===== config.mk =====
export PLATFORM = sky130hd
export DESIGN_NAME = rotary_encoder_button_events
export DESIGN_NICKNAME = d
export VERILOG_FILES = /design/src/sv/reb_pkg.sv /design/src/sv/rotary_encoder_button_events.sv /design/src/sv/reb_quad.sv /design/src/sv/reb_button.sv
export SDC_FILE = /design/constraint.sdc
export NUM_CORES = 1
export LEC_CHECK = 0
export ABC_AREA = 1
export BUFFER_PORTS_ARGS = -buffer_cell sky130_fd_sc_hd__buf_2
export CAP_MARGIN = 30
export CORE_AREA = 2 2 74 76
export DETAILED_ROUTE_END_ITERATION = 8
export DIE_AREA = 0 0 76 78
export PLACE_DENSITY = 0.74
export SETUP_SLACK_MARGIN = 0.15
export SYNTH_ARGS = -nofsm -noshare
export SYNTH_HDL_FRONTEND = slang
export SYNTH_HIERARCHICAL = 1
export SYNTH_SLANG_ARGS = --single-unit

===== constraint.sdc =====
create_clock -name clk -period 2.6 [get_ports clk]
set_input_delay 0.26 -clock clk [delete_from_list [all_inputs] [get_ports clk]]
set_output_delay 0.26 -clock clk [all_outputs]
set_load 0.01 [all_outputs]

===== src/sv/reb_pkg.sv =====
// reb_pkg: shared types and constants for the rotary encoder / button event block.
// Beat structs for both channels, the encoder direction enum, the event groups
// passed between submodules and the threshold reset value. No dependencies.
`default_nettype none

package reb_pkg;

	// One input sample
	typedef struct packed {
		logic a_level;
		logic b_level;
		logic button_level;  // active low
	} in_beat_t;

	// One result
	typedef struct packed {
		logic cw_step;
		logic ccw_step;
		logic short_press;
		logic long_hold;
	} out_beat_t;

	// Pending encoder direction
	typedef enum logic [1:0] {
		DIR_NONE = 2'd0,
		DIR_CW   = 2'd1,
		DIR_CCW  = 2'd2
	} dir_t;

	// Encoder events of one sample
	typedef struct packed {
		logic cw;
		logic ccw;
	} step_ev_t;

	// Button events of one sample
	typedef struct packed {
		logic short_press;
		logic long_hold;
	} press_ev_t;

	localparam int unsigned CFG_WIDTH = 16;
	localparam logic [CFG_WIDTH-1:0] HOLD_LIMIT_RESET = 16'd1500;

endpackage

`default_nettype wire


===== src/sv/rotary_encoder_button_events.sv =====
// rotary_encoder_button_events: top level, handshake stages and threshold register.
// Depends on reb_pkg, reb_quad and reb_button.
//
// Takes one sample beat (encoder A, B, active-low button) per cycle unless the
// output is stalled, and returns exactly one result beat per sample, flagging
// clockwise and counter-clockwise detent steps, short presses and long presses.
// A sample lands in an input register, is evaluated against the encoder and
// button state in one pass of short logic, and the result is held in an output
// register, which drives out_valid. Throughput is one beat per cycle while the
// output is not stalled. Ready drops only while both stages hold a beat and the
// output is stalled. The user must write the hold threshold via cfg_we /
// cfg_wdata only while the block is idle; nothing in the block enforces this.
// A long press fires when the hold count exceeds the threshold.
// TIME_WIDTH sets the hold timer width; the timer saturates, so a threshold
// at or above its maximum disables long presses.
`default_nettype none

module rotary_encoder_button_events #(
	parameter int unsigned TIME_WIDTH = 16
) (
	input  wire logic                          clk,
	input  wire logic                          arst_n,
	input  wire logic                          in_valid,
	output      logic                          in_ready,
	input  wire reb_pkg::in_beat_t             in_data,
	output      logic                          out_valid,
	input  wire logic                          out_ready,
	output      reb_pkg::out_beat_t            out_data,
	input  wire logic                          cfg_we,
	input  wire logic [reb_pkg::CFG_WIDTH-1:0] cfg_wdata
);

	// threshold register
	logic [reb_pkg::CFG_WIDTH-1:0] hold_limit_q;

	// input stage
	logic              valid_s1;
	reb_pkg::in_beat_t data_s1;

	// result stage
	logic               valid_s2;
	reb_pkg::out_beat_t data_s2;

	logic               adv;   // s1 beat moves into the result register
	logic               fire;  // evaluate s1 and update state
	reb_pkg::step_ev_t  step_ev;
	reb_pkg::press_ev_t press_ev;

	assign adv      = !valid_s2 || out_ready;
	assign fire     = valid_s1 && adv;
	assign in_ready = !valid_s1 || adv;

	assign out_valid = valid_s2;
	assign out_data  = data_s2;

	always_ff @(posedge clk or negedge arst_n) begin
		if (!arst_n) begin
			hold_limit_q <= reb_pkg::HOLD_LIMIT_RESET;
		end else if (cfg_we) begin
			hold_limit_q <= cfg_wdata;
		end
	end

	always_ff @(posedge clk or negedge arst_n) begin
		if (!arst_n) begin
			valid_s1 <= 1'b0;
			valid_s2 <= 1'b0;
		end else begin
			if (in_ready) valid_s1 <= in_valid;
			if (adv)      valid_s2 <= valid_s1;
		end
	end

	// payload, no reset
	always_ff @(posedge clk) begin
		if (in_valid && in_ready) data_s1 <= in_data;
		if (fire) begin
			data_s2.cw_step     <= step_ev.cw;
			data_s2.ccw_step    <= step_ev.ccw;
			data_s2.short_press <= press_ev.short_press;
			data_s2.long_hold   <= press_ev.long_hold;
		end
	end

	reb_quad u_quad (
		.clk    (clk),
		.arst_n (arst_n),
		.step   (fire),
		.a      (data_s1.a_level),
		.b      (data_s1.b_level),
		.ev     (step_ev)
	);

	reb_button #(
		.TIME_WIDTH (TIME_WIDTH)
	) u_button (
		.clk        (clk),
		.arst_n     (arst_n),
		.step       (fire),
		.btn        (data_s1.button_level),
		.hold_limit (hold_limit_q),
		.ev         (press_ev)
	);

`ifndef NO_ASSERTIONS
	// backpressure only when both stages are full and output stalls
	a_ready_stall: assert property (@(posedge clk) disable iff (!arst_n)
		!in_ready |-> (valid_s1 && valid_s2 && !out_ready))
		else $error("in_ready low without full stall");

	// an evaluated sample always shows up in the result register
	a_fire_result: assert property (@(posedge clk) disable iff (!arst_n)
		fire |=> valid_s2)
		else $error("evaluated sample lost");

	// a single sample cannot complete steps in both directions
	a_one_dir: assert property (@(posedge clk) disable iff (!arst_n)
		valid_s2 |-> !(data_s2.cw_step && data_s2.ccw_step))
		else $error("cw and ccw step in same beat");

	// a release and a long press never coincide
	a_press_excl: assert property (@(posedge clk) disable iff (!arst_n)
		valid_s2 |-> !(data_s2.short_press && data_s2.long_hold))
		else $error("short and long press in same beat");
`endif

endmodule

`default_nettype wire


===== src/sv/reb_quad.sv =====
// reb_quad: quadrature step decoder for encoder lines A and B.
// Holds last A level and the pending direction; uses reb_pkg types.
`default_nettype none

module reb_quad (
	input  wire logic            clk,
	input  wire logic            arst_n,
	input  wire logic            step,
	input  wire logic            a,
	input  wire logic            b,
	output reb_pkg::step_ev_t    ev
);

	logic          last_a_q;
	reb_pkg::dir_t dir_q;
	reb_pkg::dir_t dir_d;
	logic          a_chg;

	assign a_chg = (a != last_a_q);

	// next state
	always_comb begin
		dir_d = dir_q;
		if (a_chg) begin
			if (!a) begin
				dir_d = b ? reb_pkg::DIR_CW : reb_pkg::DIR_CCW;
			end else begin
				unique case (dir_q)
					reb_pkg::DIR_CW:  if (!b) dir_d = reb_pkg::DIR_NONE;
					reb_pkg::DIR_CCW: if (b)  dir_d = reb_pkg::DIR_NONE;
					reb_pkg::DIR_NONE: ;
					default: ;
				endcase
			end
		end
	end

	// outputs: step completes on rising A with B opposite to latch level
	always_comb begin
		ev = '0;
		if (a_chg && a) begin
			unique case (dir_q)
				reb_pkg::DIR_CW:   ev.cw  = !b;
				reb_pkg::DIR_CCW:  ev.ccw = b;
				reb_pkg::DIR_NONE: ;
				default: ;
			endcase
		end
	end

	always_ff @(posedge clk or negedge arst_n) begin
		if (!arst_n) begin
			last_a_q <= 1'b1;
			dir_q    <= reb_pkg::DIR_NONE;
		end else if (step) begin
			last_a_q <= a;
			dir_q    <= dir_d;
		end
	end

endmodule

`default_nettype wire


===== src/sv/reb_button.sv =====
// reb_button: button edge detect, saturating hold timer, short/long press events.
// Uses reb_pkg types and the threshold width from reb_pkg.
`default_nettype none

module reb_button #(
	parameter int unsigned TIME_WIDTH = 16
) (
	input  wire logic                          clk,
	input  wire logic                          arst_n,
	input  wire logic                          step,
	input  wire logic                          btn,
	input  wire logic [reb_pkg::CFG_WIDTH-1:0] hold_limit,
	output reb_pkg::press_ev_t                 ev
);

	localparam int unsigned CMP_W =
		(TIME_WIDTH > reb_pkg::CFG_WIDTH) ? TIME_WIDTH : reb_pkg::CFG_WIDTH;

	logic                  last_btn_q;
	logic                  held_q;
	logic [TIME_WIDTH-1:0] hold_q;

	logic                  chg;
	logic [TIME_WIDTH-1:0] hold_d;
	logic                  held_mid;
	logic                  held_d;

	assign chg = (btn != last_btn_q);

	always_comb begin
		if (chg) begin
			hold_d = '0;
		end else if (hold_q != '1) begin
			hold_d = hold_q + TIME_WIDTH'(1);
		end else begin
			hold_d = hold_q;
		end
	end

	// press arms, any release disarms
	assign held_mid = chg ? !btn : held_q;

	assign ev.short_press = chg && btn && held_q;
	assign ev.long_hold   = held_mid && (CMP_W'(hold_d) > CMP_W'(hold_limit));
	assign held_d         = held_mid && !ev.long_hold;

	always_ff @(posedge clk or negedge arst_n) begin
		if (!arst_n) begin
			last_btn_q <= 1'b1;
			held_q     <= 1'b0;
			hold_q     <= '0;
		end else if (step) begin
			last_btn_q <= btn;
			held_q     <= held_d;
			hold_q     <= hold_d;
		end
	end

endmodule

`default_nettype wire

==> results of run 1 <==
==> flip-flops by register name, indices dropped and copies added (netlist names) <==
register,cells
hold_limit_q,16
valid_s1,1
u_quad/dir_q,2
u_button/hold_q,16
u_quad/last_a_q,1
data_s1,3
out_data,4
u_button/last_btn_q,1
u_button/held_q,1
out_valid,1
==> power breakdown <==
| group | internal [W] | switching, W |
|---|---|---|
| combinational | 0.000188 | 0.000271 |
| clock | 0.000380 | 0.000236 |
| sequential | 0.000815 | 0.0000606 |
| total | 0.00138 | 0.000568 |
==> kinds of logic after synthesis <==
group	Yosys count
AND/OR/NAND/NOR	184
adder cells (fa/ha/maj)	19
buffers and inverters	81
flip-flops	46
AO/OA/AOI/OAI	47
XOR/XNOR	5
==> worst paths after layout <==
check | from | cells after the start | slack (ps) | to
max | u_button/hold_q[11]$_DFFE_PN0P_ | 15 | 190 | out_data[0]$_DFFE_PP_
min | arst_n | 1 | 70 | u_button/hold_q[5]$_DFFE_PN0P_
max reg2reg | u_button/hold_q[11]$_DFFE_PN0P_ | 15 | 190 | out_data[0]$_DFFE_PP_
min reg2reg | hold_limit_q[10]$_DFFE_PN1P_ | 2 | 470 | hold_limit_q[10]$_DFFE_PN1P_
max in group asynchronous | arst_n | 1 | 1930 | u_button/hold_q[10]$_DFFE_PN0P_
min in group clk | in_data[2] | 1 | 130 | data_s1[2]$_DFFE_PP_
==> repair_timing <==
action,in CTS,in global routing
gates cloned,0,2
resized for setup,6,47
endpoints found under the setup margin,2,2
pin swaps,3,19
hold endpoints to repair,0,0
setup buffers,2,13
==> worst reg2reg max path, stage by stage (launching register included) <==
cell     delay, ps
dfrtp_1        440
nand2_2        120
inv_1           60
nand3_1        110
nor2_4          60
buf_12         140
nand2_8         90
nand3_2         90
nand2_1        110
inv_1           80
ha_4           280
nand4_1        110
nor3_2         240
nand3_1        110
nand2_1         90
nor2_1          40
==> cells in the mapped netlist, drive strengths merged <==
master,number,area share (%)
ha,19,8.3
clkinv,1,0.13
and3,2,0.48
buf,8,2.3
xor2,4,1.2
edfxtp,7,7.3
a21o,1,0.26
a31oi,2,0.43
nand4,4,0.87
or2,1,0.22
o21ai,30,5.7
nor3,4,0.70
o21bai,1,0.26
nor2,27,4.3
clkbuf,1,0.13
xnor2,1,0.30
nand2,112,15
nand3,34,6.3
dfstp,9,8.2
inv,71,9.3
a21oi,13,2.3
dfrtp,30,26
==> metal layers <==
| layer | track usage [%] | part of all wire (%) |
|---|---|---|
| met1 | 27.29 | 44 |
| met2 | 37.59 | 49 |
| met3 | 3.256 | 5.3 |
| met5 | 0 | 0 |
| met4 | 6.909 | 1.8 |
==> final cells by class <==
cell class,instances,area [um^2]
clock inverters,3,63.81
multi-input cells,257,1572
well taps,70,87.58
repair buffers,50,326.6
fillers,385,1449
flip-flops and latches,46,1202
inverters,72,272.8
clock buffers,5,68.82
==> stage by stage <==
| step | hold WS, ps | instance area (um^2) |
|---|---|---|
| 4_1_cts | 103.7 | 3261 |
| 6_report | 74.43 | 3593 |
| 3_3_place_gp | 423.9 | 3090 |
| 3_5_place_dp | 425.5 | 3090 |
| 5_1_grt | 119.7 | 3593 |
| 2_1_floorplan | -35.59 | 2880 |
==> cells in the final DEF (no fill, tap or decap), drive strengths merged, types with 5 or more instances in the layout <==
master / count
dfrtp: 30
inv: 72
buf: 50
o21ai: 30
ha: 19
dfstp: 9
nand3: 34
nor2: 27
a21oi: 13
nand2: 114
edfxtp: 7
clkbuf: 5
==> reports/metrics.cfg, run 1 <==
[power_and_ir_drop]
power_leakage_nw=1.832
worst_ir_drop_vdd_uv=308.5
p_total_w=0.001951
power-per-cell-area_nw_per_um2=543.0

[synth]
synthCells=382
yosys.cell_types.count=33
synth_fa_ha_area_share_pct=8.254
synth_compound_area_share_pct=8.949
synth_xor_area_share_pct=1.520
ys_warn_count=6
synth_area_per_cell_um2=7.540
synth_top_family_by_area=simple AND/OR/NAND/NOR gates
ys_ff_latch=46
synth_nets=425
yosysSeqAreaShare_pct=41.57
syn_area_um2=2880
synth_mux_area_share_pct=0
synth_simple_gate_area_share_pct=27.85

[critical_path]
cp-start-kind=flop
slowest_stage=dfrtp_1
path_buf_inv=3
crit_required_ps=2650
crit_path_max_incr_delay_ps=440
cp.arrival_ps=2460
endpoint_kind=flop
worstPathMaxFanout=5
worst-setup-path-type=flop to flop
worstPathCellList=nand2_2, inv_1, nand3_1, nor2_4, buf_12, nand2_8, nand3_2, nand2_1, inv_1, ha_4, nand4_1, nor3_2, nand3_1, nand2_1, nor2_1
cp_top_family=simple AND/OR/NAND/NOR gates

[place]
post-place-cells=478
dp_slack_ps=34.37
dp_hpwl_mm=4.333
place.gp.congestion=0.8808
numPortBuffers=29

[clock_tree]
cts_htree_levels=2
cts_tree=built
clkTransAtPathRegs_ps=80
cts_hold_buf=0
root_buffer=clkbuf_8
clk_path_buf_depth=2
numCtsBuffers=5
worstSkewPairLatency_ps=290
clock_sinks=46

[finish]
finalNonFillerCells=503
diodes=0
drive_gt1_share_pct=28.18
nets=475
area_delta_synth_final_pct=24.76
fin_util_pct=71.27

[floorplanning]
die_h_um=78
row_count=26
io_pins=30
core_region_area_um2=5042
die_x_um=76
die-area_um2=5928
start_util_pct=57.12

[timing]
tightestPinTransition_ps=868.4
fin_crit_sh_pct=92.79
max_freq_mhz=414.5
setup_viol=0
rsz0062_at_grt=no
hold_violations=0
relSlewSlack_pct=42.11
period_minus_slack_ps=2413
fin_tns_setup_ps=0
layout_setup_ws_ps=187.3
drv_slew=0
fin_skew_ps=4.288

[drt]
antenna_left=0
remaining_drc_errors=0
postRouteWirelength_mm=6.741
dr.pass1.iters=5
drtIter0Drc=282
viasPerCell=5.219
via_count=2625
wl_per_cell_um=13.40

[global_route]
grt_max_degree=40
antenna_found_initial=0
grt_pass1_wl_mm=10.29
grt_usage_pct=21.41
overflow=0
grt_pass1_vias=2376

[job]
maxCapViolations=0

[min_path]
min_path_type=input port to async pin

[run_status]
status=completed

No activity file was read; power rests on OpenSTA's default activity.
==> inputs of run 2 (changes only) <==
--- a/config.mk
+++ b/config.mk
@@ -8,10 +8,10 @@
 export ABC_AREA = 1
 export BUFFER_PORTS_ARGS = -buffer_cell sky130_fd_sc_hd__buf_2
 export CAP_MARGIN = 30
-export CORE_AREA = 2 2 74 76
+export CORE_AREA = 2 2 84 86
 export DETAILED_ROUTE_END_ITERATION = 8
-export DIE_AREA = 0 0 76 78
-export PLACE_DENSITY = 0.74
+export DIE_AREA = 0 0 86 88
+export PLACE_DENSITY = 0.59
 export SETUP_SLACK_MARGIN = 0.15
 export SYNTH_ARGS = -nofsm -noshare
 export SYNTH_HDL_FRONTEND = slang
==> reports/metrics.cfg, run 2 (synthesis gave the netlist of run 1 again) <==
[run_status]
status=completed  ; unchanged

[place]
numPortBuffers=29  ; unchanged
dp_hpwl_mm=4.396  ; was 4.333 mm
place.gp.congestion=0.8779  ; was 0.8808
dp_slack_ps=62.30  ; was 34.37 ps

[critical_path]
worst-setup-path-type=flop to flop  ; unchanged
cp-start-kind=flop  ; unchanged
r2r_cells=19  ; was 15
cp.arrival_ps=2460  ; about the same
worstPathMaxFanout=5  ; unchanged
crit_required_ps=2650  ; about the same
endpoint_kind=flop  ; unchanged

[clock_tree]
clk_path_buf_depth=2  ; unchanged
cts_hold_buf=0  ; unchanged
cts_htree_levels=2  ; unchanged
numCtsBuffers=5  ; unchanged
root_buffer=clkbuf_8  ; unchanged
clock_sinks=46  ; unchanged
clkTransAtPathRegs_ps=90  ; was 80 ps
worstSkewPairLatency_ps=300  ; was 290 ps
cts_tree=built  ; unchanged

[drt]
viasPerCell=4.903  ; was 5.219
postRouteWirelength_mm=6.696  ; was 6.741 mm
remaining_drc_errors=0  ; unchanged
wl_per_cell_um=12.95  ; was 13.40 um
via_count=2535  ; was 2625
dr.pass1.iters=4  ; was 5
antenna_left=0  ; unchanged
drtIter0Drc=151  ; was 282

[finish]
fillers=615  ; was 385
drive_gt1_share_pct=29.06  ; was 28.18%
layout_commonest_cell=nand2_1  ; unchanged
mostFrequentLayoutCells=105 x nand2_1, 68 x inv_1, 29 x buf_2, 28 x dfrtp_1, 27 x nand3_1  ; was 103 x nand2_1, 68 x inv_1, 29 x buf_2, 26 x nand3_1, 26 x dfrtp_1
diodes=0  ; unchanged
nets=479  ; was 475
area_delta_synth_final_pct=26.93  ; was 24.76%

[floorplanning]
start_util_pct=43.35  ; was 57.12%
core_region_area_um2=6644  ; was 5042 um^2
io_pins=30  ; unchanged
die_h_um=88  ; was 78 um
die-area_um2=7568  ; was 5928 um^2
die_x_um=86  ; was 76 um
row_count=30  ; was 26

[timing]
rsz0062_at_grt=yes  ; was no
tightestPinTransition_ps=873.5  ; was 868.4 ps
relSlewSlack_pct=41.77  ; was 42.11%
fin_skew_ps=4.701  ; was 4.288 ps
fin_crit_sh_pct=92.44  ; was 92.79%
drv_slew=0  ; unchanged
max_freq_mhz=416.0  ; was 414.5 MHz
period_minus_slack_ps=2404  ; was 2413 ps
hold_violations=0  ; unchanged
fin_tns_setup_ps=0  ; unchanged
layout_setup_ws_ps=196.4  ; was 187.3 ps
setup_viol=0  ; unchanged

[power_and_ir_drop]
power_leakage_nw=1.856  ; was 1.832 nW
power-per-cell-area_nw_per_um2=507.3  ; was 543.0 nW/um^2
worst_ir_drop_vdd_uv=292.4  ; was 308.5 uV

[global_route]
grt_usage_pct=17.59  ; was 21.41%
grt_max_degree=40  ; unchanged
overflow=0  ; unchanged
grt_pass1_wl_mm=10.49  ; was 10.29 mm
antenna_found_initial=0  ; unchanged
grt_pass1_vias=2310  ; was 2376

[min_path]
min_path_type=input port to async pin  ; unchanged

[job]
maxCapViolations=0  ; unchanged

-- run 2: layout make-up --
class	instances	area, um^2	area share [%]
multi-input combinational	258	1609	44.01
sequential	46	1200	32.82
timing repair buffer	53	366.6	10.03
inverter	72	270.3	7.392
tap	80	100.1	2.738
clock buffer	6	72.57	1.985
clock inverter	2	37.54	1.027
-- run 2: timing repair --
action / in CTS / in global routing
buffers inserted: 0 / 16
gates resized for setup: 4 / 49
pin swaps: 0 / 13
endpoints found under the setup margin: 2 / 2
cloned: 0 / 3
-- run 2: worst paths after layout --
path	start	end	slack, ps
max in group asynchronous	arst_n	u_button/hold_q[1]$_DFFE_PN0P_	1940
min in group clk	in_data[1]	data_s1[1]$_DFFE_PP_	130
max reg2reg	u_button/hold_q[4]$_DFFE_PN0P_	out_data[0]$_DFFE_PP_	200
min reg2reg	hold_limit_q[10]$_DFFE_PN1P_	hold_limit_q[10]$_DFFE_PN1P_	470
min	arst_n	u_button/hold_q[7]$_DFFE_PN0P_	70
max	u_button/hold_q[4]$_DFFE_PN0P_	out_data[0]$_DFFE_PP_	200
-- run 2: critical path, cell delays in order (launching register included) --
cell and delay, ps:
dfrtp_1 420, nand2_4 100, nor2_4 110, nand3_4 120
nor2_4 170, buf_12 160, nand2_8 80, nand2_1 90
and3_4 200, ha_4 200, nand2_1 60, nand2_1 40
nand2_1 50, nand2_1 40, nand2_1 50, nand2_1 40
nand2_1 60, nand2_1 40, nand2_1 80, nor2_1 40
-- run 2: where the power goes --
group | internal, W | switching (W)
Combinational | 0.000176 | 0.000264
Clock | 0.000287 | 0.000253
Sequential | 0.000816 | 0.0000580
Total | 0.00128 | 0.000575
-- run 2: per-stage QoR --
step                      cells  power, W  hold WS, ps  util, %  cell area, um^2
after floorplan             382  0.001128       -35.59        -             2880
after global placement      490  0.001244        438.5    46.93             3118
after detailed placement    490  0.001249        438.1    46.93             3118
after CTS                   498  0.001794        118.1    48.79             3242
after global routing        517  0.001973        122.8    55.03             3656
final                       517  0.001855        68.46    55.03             3656
-- run 2: layer usage --
layer | track usage (%) | vias to the layer above | wire length (um) | share of wire, %
li1 | - | 1308 | - | -
met1 | 24.38 | 1145 | 3130 | 47
met5 | 0 | - | 0 | 0
met2 | 27.77 | 71 | 3078 | 46
met4 | 6.205 | 0 | 99 | 1.5
met3 | 3.110 | 11 | 387 | 5.8
==> inputs of run 3 (changes only) <==
--- a/config.mk
+++ b/config.mk
@@ -6,12 +6,12 @@
 export NUM_CORES = 1
 export LEC_CHECK = 0
 export ABC_AREA = 1
-export BUFFER_PORTS_ARGS = -buffer_cell sky130_fd_sc_hd__buf_2
 export CAP_MARGIN = 30
-export CORE_AREA = 2 2 84 86
+export CORE_AREA = 2 2 60 119
 export DETAILED_ROUTE_END_ITERATION = 8
-export DIE_AREA = 0 0 86 88
-export PLACE_DENSITY = 0.59
+export DIE_AREA = 0 0 62 121
+export DONT_BUFFER_PORTS = 1
+export PLACE_DENSITY = 0.55
 export SETUP_SLACK_MARGIN = 0.15
 export SYNTH_ARGS = -nofsm -noshare
 export SYNTH_HDL_FRONTEND = slang
==> reports/metrics.cfg, run 3 (synthesis gave the netlist of run 1 again) <==
[run_status]
status=completed  ; unchanged

[floorplanning]
core_region_area_um2=6569  ; was 6644 um^2
row_count=42  ; was 30
die_x_um=62  ; was 86 um
die-area_um2=7502  ; was 7568 um^2
start_util_pct=43.85  ; was 43.35%
io_pins=30  ; unchanged
die_h_um=121  ; was 88 um

[critical_path]
slowest_stage=dfstp_2  ; was dfrtp_1
cp_common_cell=ha_1  ; was nand2_1
crit_path_max_incr_delay_ps=510  ; was 420 ps
worst-setup-path-type=flop to flop  ; unchanged
worstPathCellList=inv_1, ha_1, buf_4, and3_1, ha_1, nand4_1, nor3_2, nand3_1, nand2_1, nor2_1  ; was nand2_4, nor2_4, nand3_4, nor2_4, buf_12, nand2_8, nand2_1, and3_4, ha_4, nand2_1, nand2_1, nand2_1, nand2_1, nand2_1, nand2_1, nand2_1, nand2_1, nand2_1, nor2_1
cp-start-kind=flop  ; unchanged
cp.arrival_ps=2420  ; was 2460 ps
worstPathMaxFanout=16  ; was 5
crit_required_ps=2640  ; was 2650 ps
endpoint_kind=flop  ; unchanged

[drt]
viasPerCell=5.022  ; was 4.903
drtIter0Drc=113  ; was 151
antenna_left=0  ; unchanged
wl_per_cell_um=13.75  ; was 12.95 um
dr.pass1.iters=4  ; unchanged
via_count=2476  ; was 2535
remaining_drc_errors=0  ; unchanged
postRouteWirelength_mm=6.779  ; was 6.696 mm

[clock_tree]
root_buffer=clkbuf_16  ; was clkbuf_8
cts_tree=built  ; unchanged
numCtsBuffers=5  ; unchanged
cts_htree_levels=2  ; unchanged
clk_path_buf_depth=2  ; unchanged
clock_sinks=46  ; unchanged
worstSkewPairLatency_ps=290  ; was 300 ps
clkTransAtPathRegs_ps=60  ; was 90 ps

[place]
place.gp.congestion=0.8764  ; was 0.8779
dp_hpwl_mm=4.851  ; was 4.396 mm
numPortBuffers=0  ; was 29
dp_slack_ps=-26.49  ; was 62.30 ps

[timing]
setup_viol=0  ; unchanged
period_minus_slack_ps=2387  ; was 2404 ps
rsz0062_at_grt=yes  ; unchanged
fin_tns_setup_ps=0  ; unchanged
hold_violations=0  ; unchanged
drv_slew=0  ; unchanged
fin_skew_ps=6.549  ; was 4.701 ps
holdWs_ps=13.10  ; was 68.46 ps
max_freq_mhz=419.0  ; was 416.0 MHz
relSlewSlack_pct=64.71  ; was 41.77%
tightestPinTransition_ps=528.7  ; was 873.5 ps
layout_setup_ws_ps=213.1  ; was 196.4 ps
fin_crit_sh_pct=91.80  ; was 92.44%

[power_and_ir_drop]
p_total_w=0.001886  ; was 0.001855 W
worst_ir_drop_vdd_uv=509.9  ; was 292.4 uV
power_leakage_nw=1.723  ; was 1.856 nW
power-per-cell-area_nw_per_um2=549.4  ; was 507.3 nW/um^2

[global_route]
antenna_found_initial=0  ; unchanged
grt_pass1_vias=2348  ; was 2310
grt_pass1_wl_mm=10.64  ; was 10.49 mm
grt_max_degree=40  ; unchanged
overflow=0  ; unchanged
grt_usage_pct=19.03  ; was 17.59%

[finish]
nets=447  ; was 479
fin_util_pct=52.27  ; was 55.03%
drive_gt1_share_pct=20.49  ; was 29.06%
fillers=630  ; was 615
mostFrequentLayoutCells=107 x nand2_1, 69 x inv_1, 27 x nand3_1, 26 x dfrtp_1, 23 x o21ai_0  ; was 105 x nand2_1, 68 x inv_1, 29 x buf_2, 28 x dfrtp_1, 27 x nand3_1
diodes=0  ; unchanged
area_delta_synth_final_pct=19.20  ; was 26.93%
layout_commonest_cell=nand2_1  ; unchanged

[min_path]
min_path_type=input port to flop  ; was input port to async pin

[job]
maxCapViolations=0  ; unchanged

## run 3: cell count changes in the layout (fill, tap and decap cells not counted), moves of 3 or more
cell,change
a21oi_1,+3
ha_1,+5
ha_4,-4
clkbuf_16,+5
a21oi_2,-3
clkbuf_8,-5
buf_2,-29
## run 3: worst paths after layout
path	depth (start not counted)	to	start	slack (ps)
worst max-delay path	10	out_data[0]$_DFFE_PP_	u_button/last_btn_q$_DFFE_PN1P_	210
worst min-delay path	1	hold_limit_q[4]$_DFFE_PN1P_	cfg_we	10
worst max register to register	10	out_data[0]$_DFFE_PP_	u_button/last_btn_q$_DFFE_PN1P_	210
worst min register to register	2	hold_limit_q[10]$_DFFE_PN1P_	hold_limit_q[10]$_DFFE_PN1P_	460
max in group asynchronous	2	hold_limit_q[4]$_DFFE_PN1P_	arst_n	1890
min in group asynchronous	2	u_button/hold_q[13]$_DFFE_PN0P_	arst_n	430
## run 3: area by class of cell
| type | instances | area (um^2) | share of cell area (%) |
|---|---|---|---|
| multi-input cells | 257 | 1508 | 43.91 |
| clock buffers | 8 | 136.4 | 3.972 |
| inverters | 72 | 271.5 | 7.908 |
| repair buffers | 22 | 205.2 | 5.977 |
| well taps | 88 | 110.1 | 3.207 |
| flip-flops and latches | 46 | 1202 | 35.02 |
## run 3: per-layer routing
metal,global-route usage [%],vias to the layer above,share of wire [%]
met3,2.985,25,4.1
met5,0,-,0
met2,32.55,66,53
met1,22.51,1137,38
met4,7.713,0,4.2
li1,-,1248,-
## run 3: worst max-delay path, delay by kind of cell (launching register included)
| family | cells | cell delay [ps] |
|---|---|---|
| buf+inv | 2 | 250 |
| fa+ha+maj | 2 | 600 |
| flops | 1 | 510 |
| simple gates | 6 | 750 |
## run 3: repair_timing
item	in CTS	in global routing
endpoints found under the setup margin	2	2
pin swaps	2	8
hold buffers	2	0
endpoints found under the hold margin	39	0
setup buffers	3	12
gates resized for setup	9	29
gates cloned	0	2
## run 3: report_power, final
group,switching [W],internal [W],total [W],leakage [nW]
clock network,0.000263,0.000358,0.000622,0.0652
logic,0.000237,0.000148,0.000384,1.11
registers,0.0000620,0.000818,0.000880,0.548
total,0.000562,0.00132,0.00189,1.72
## run 3: per-stage QoR
stage,cell area [um^2],std cells
3_3_place_gp,2960,466
3_5_place_dp,2960,466
6_report,3433,493
5_1_grt,3433,493
2_1_floorplan,2880,382
4_1_cts,3192,479
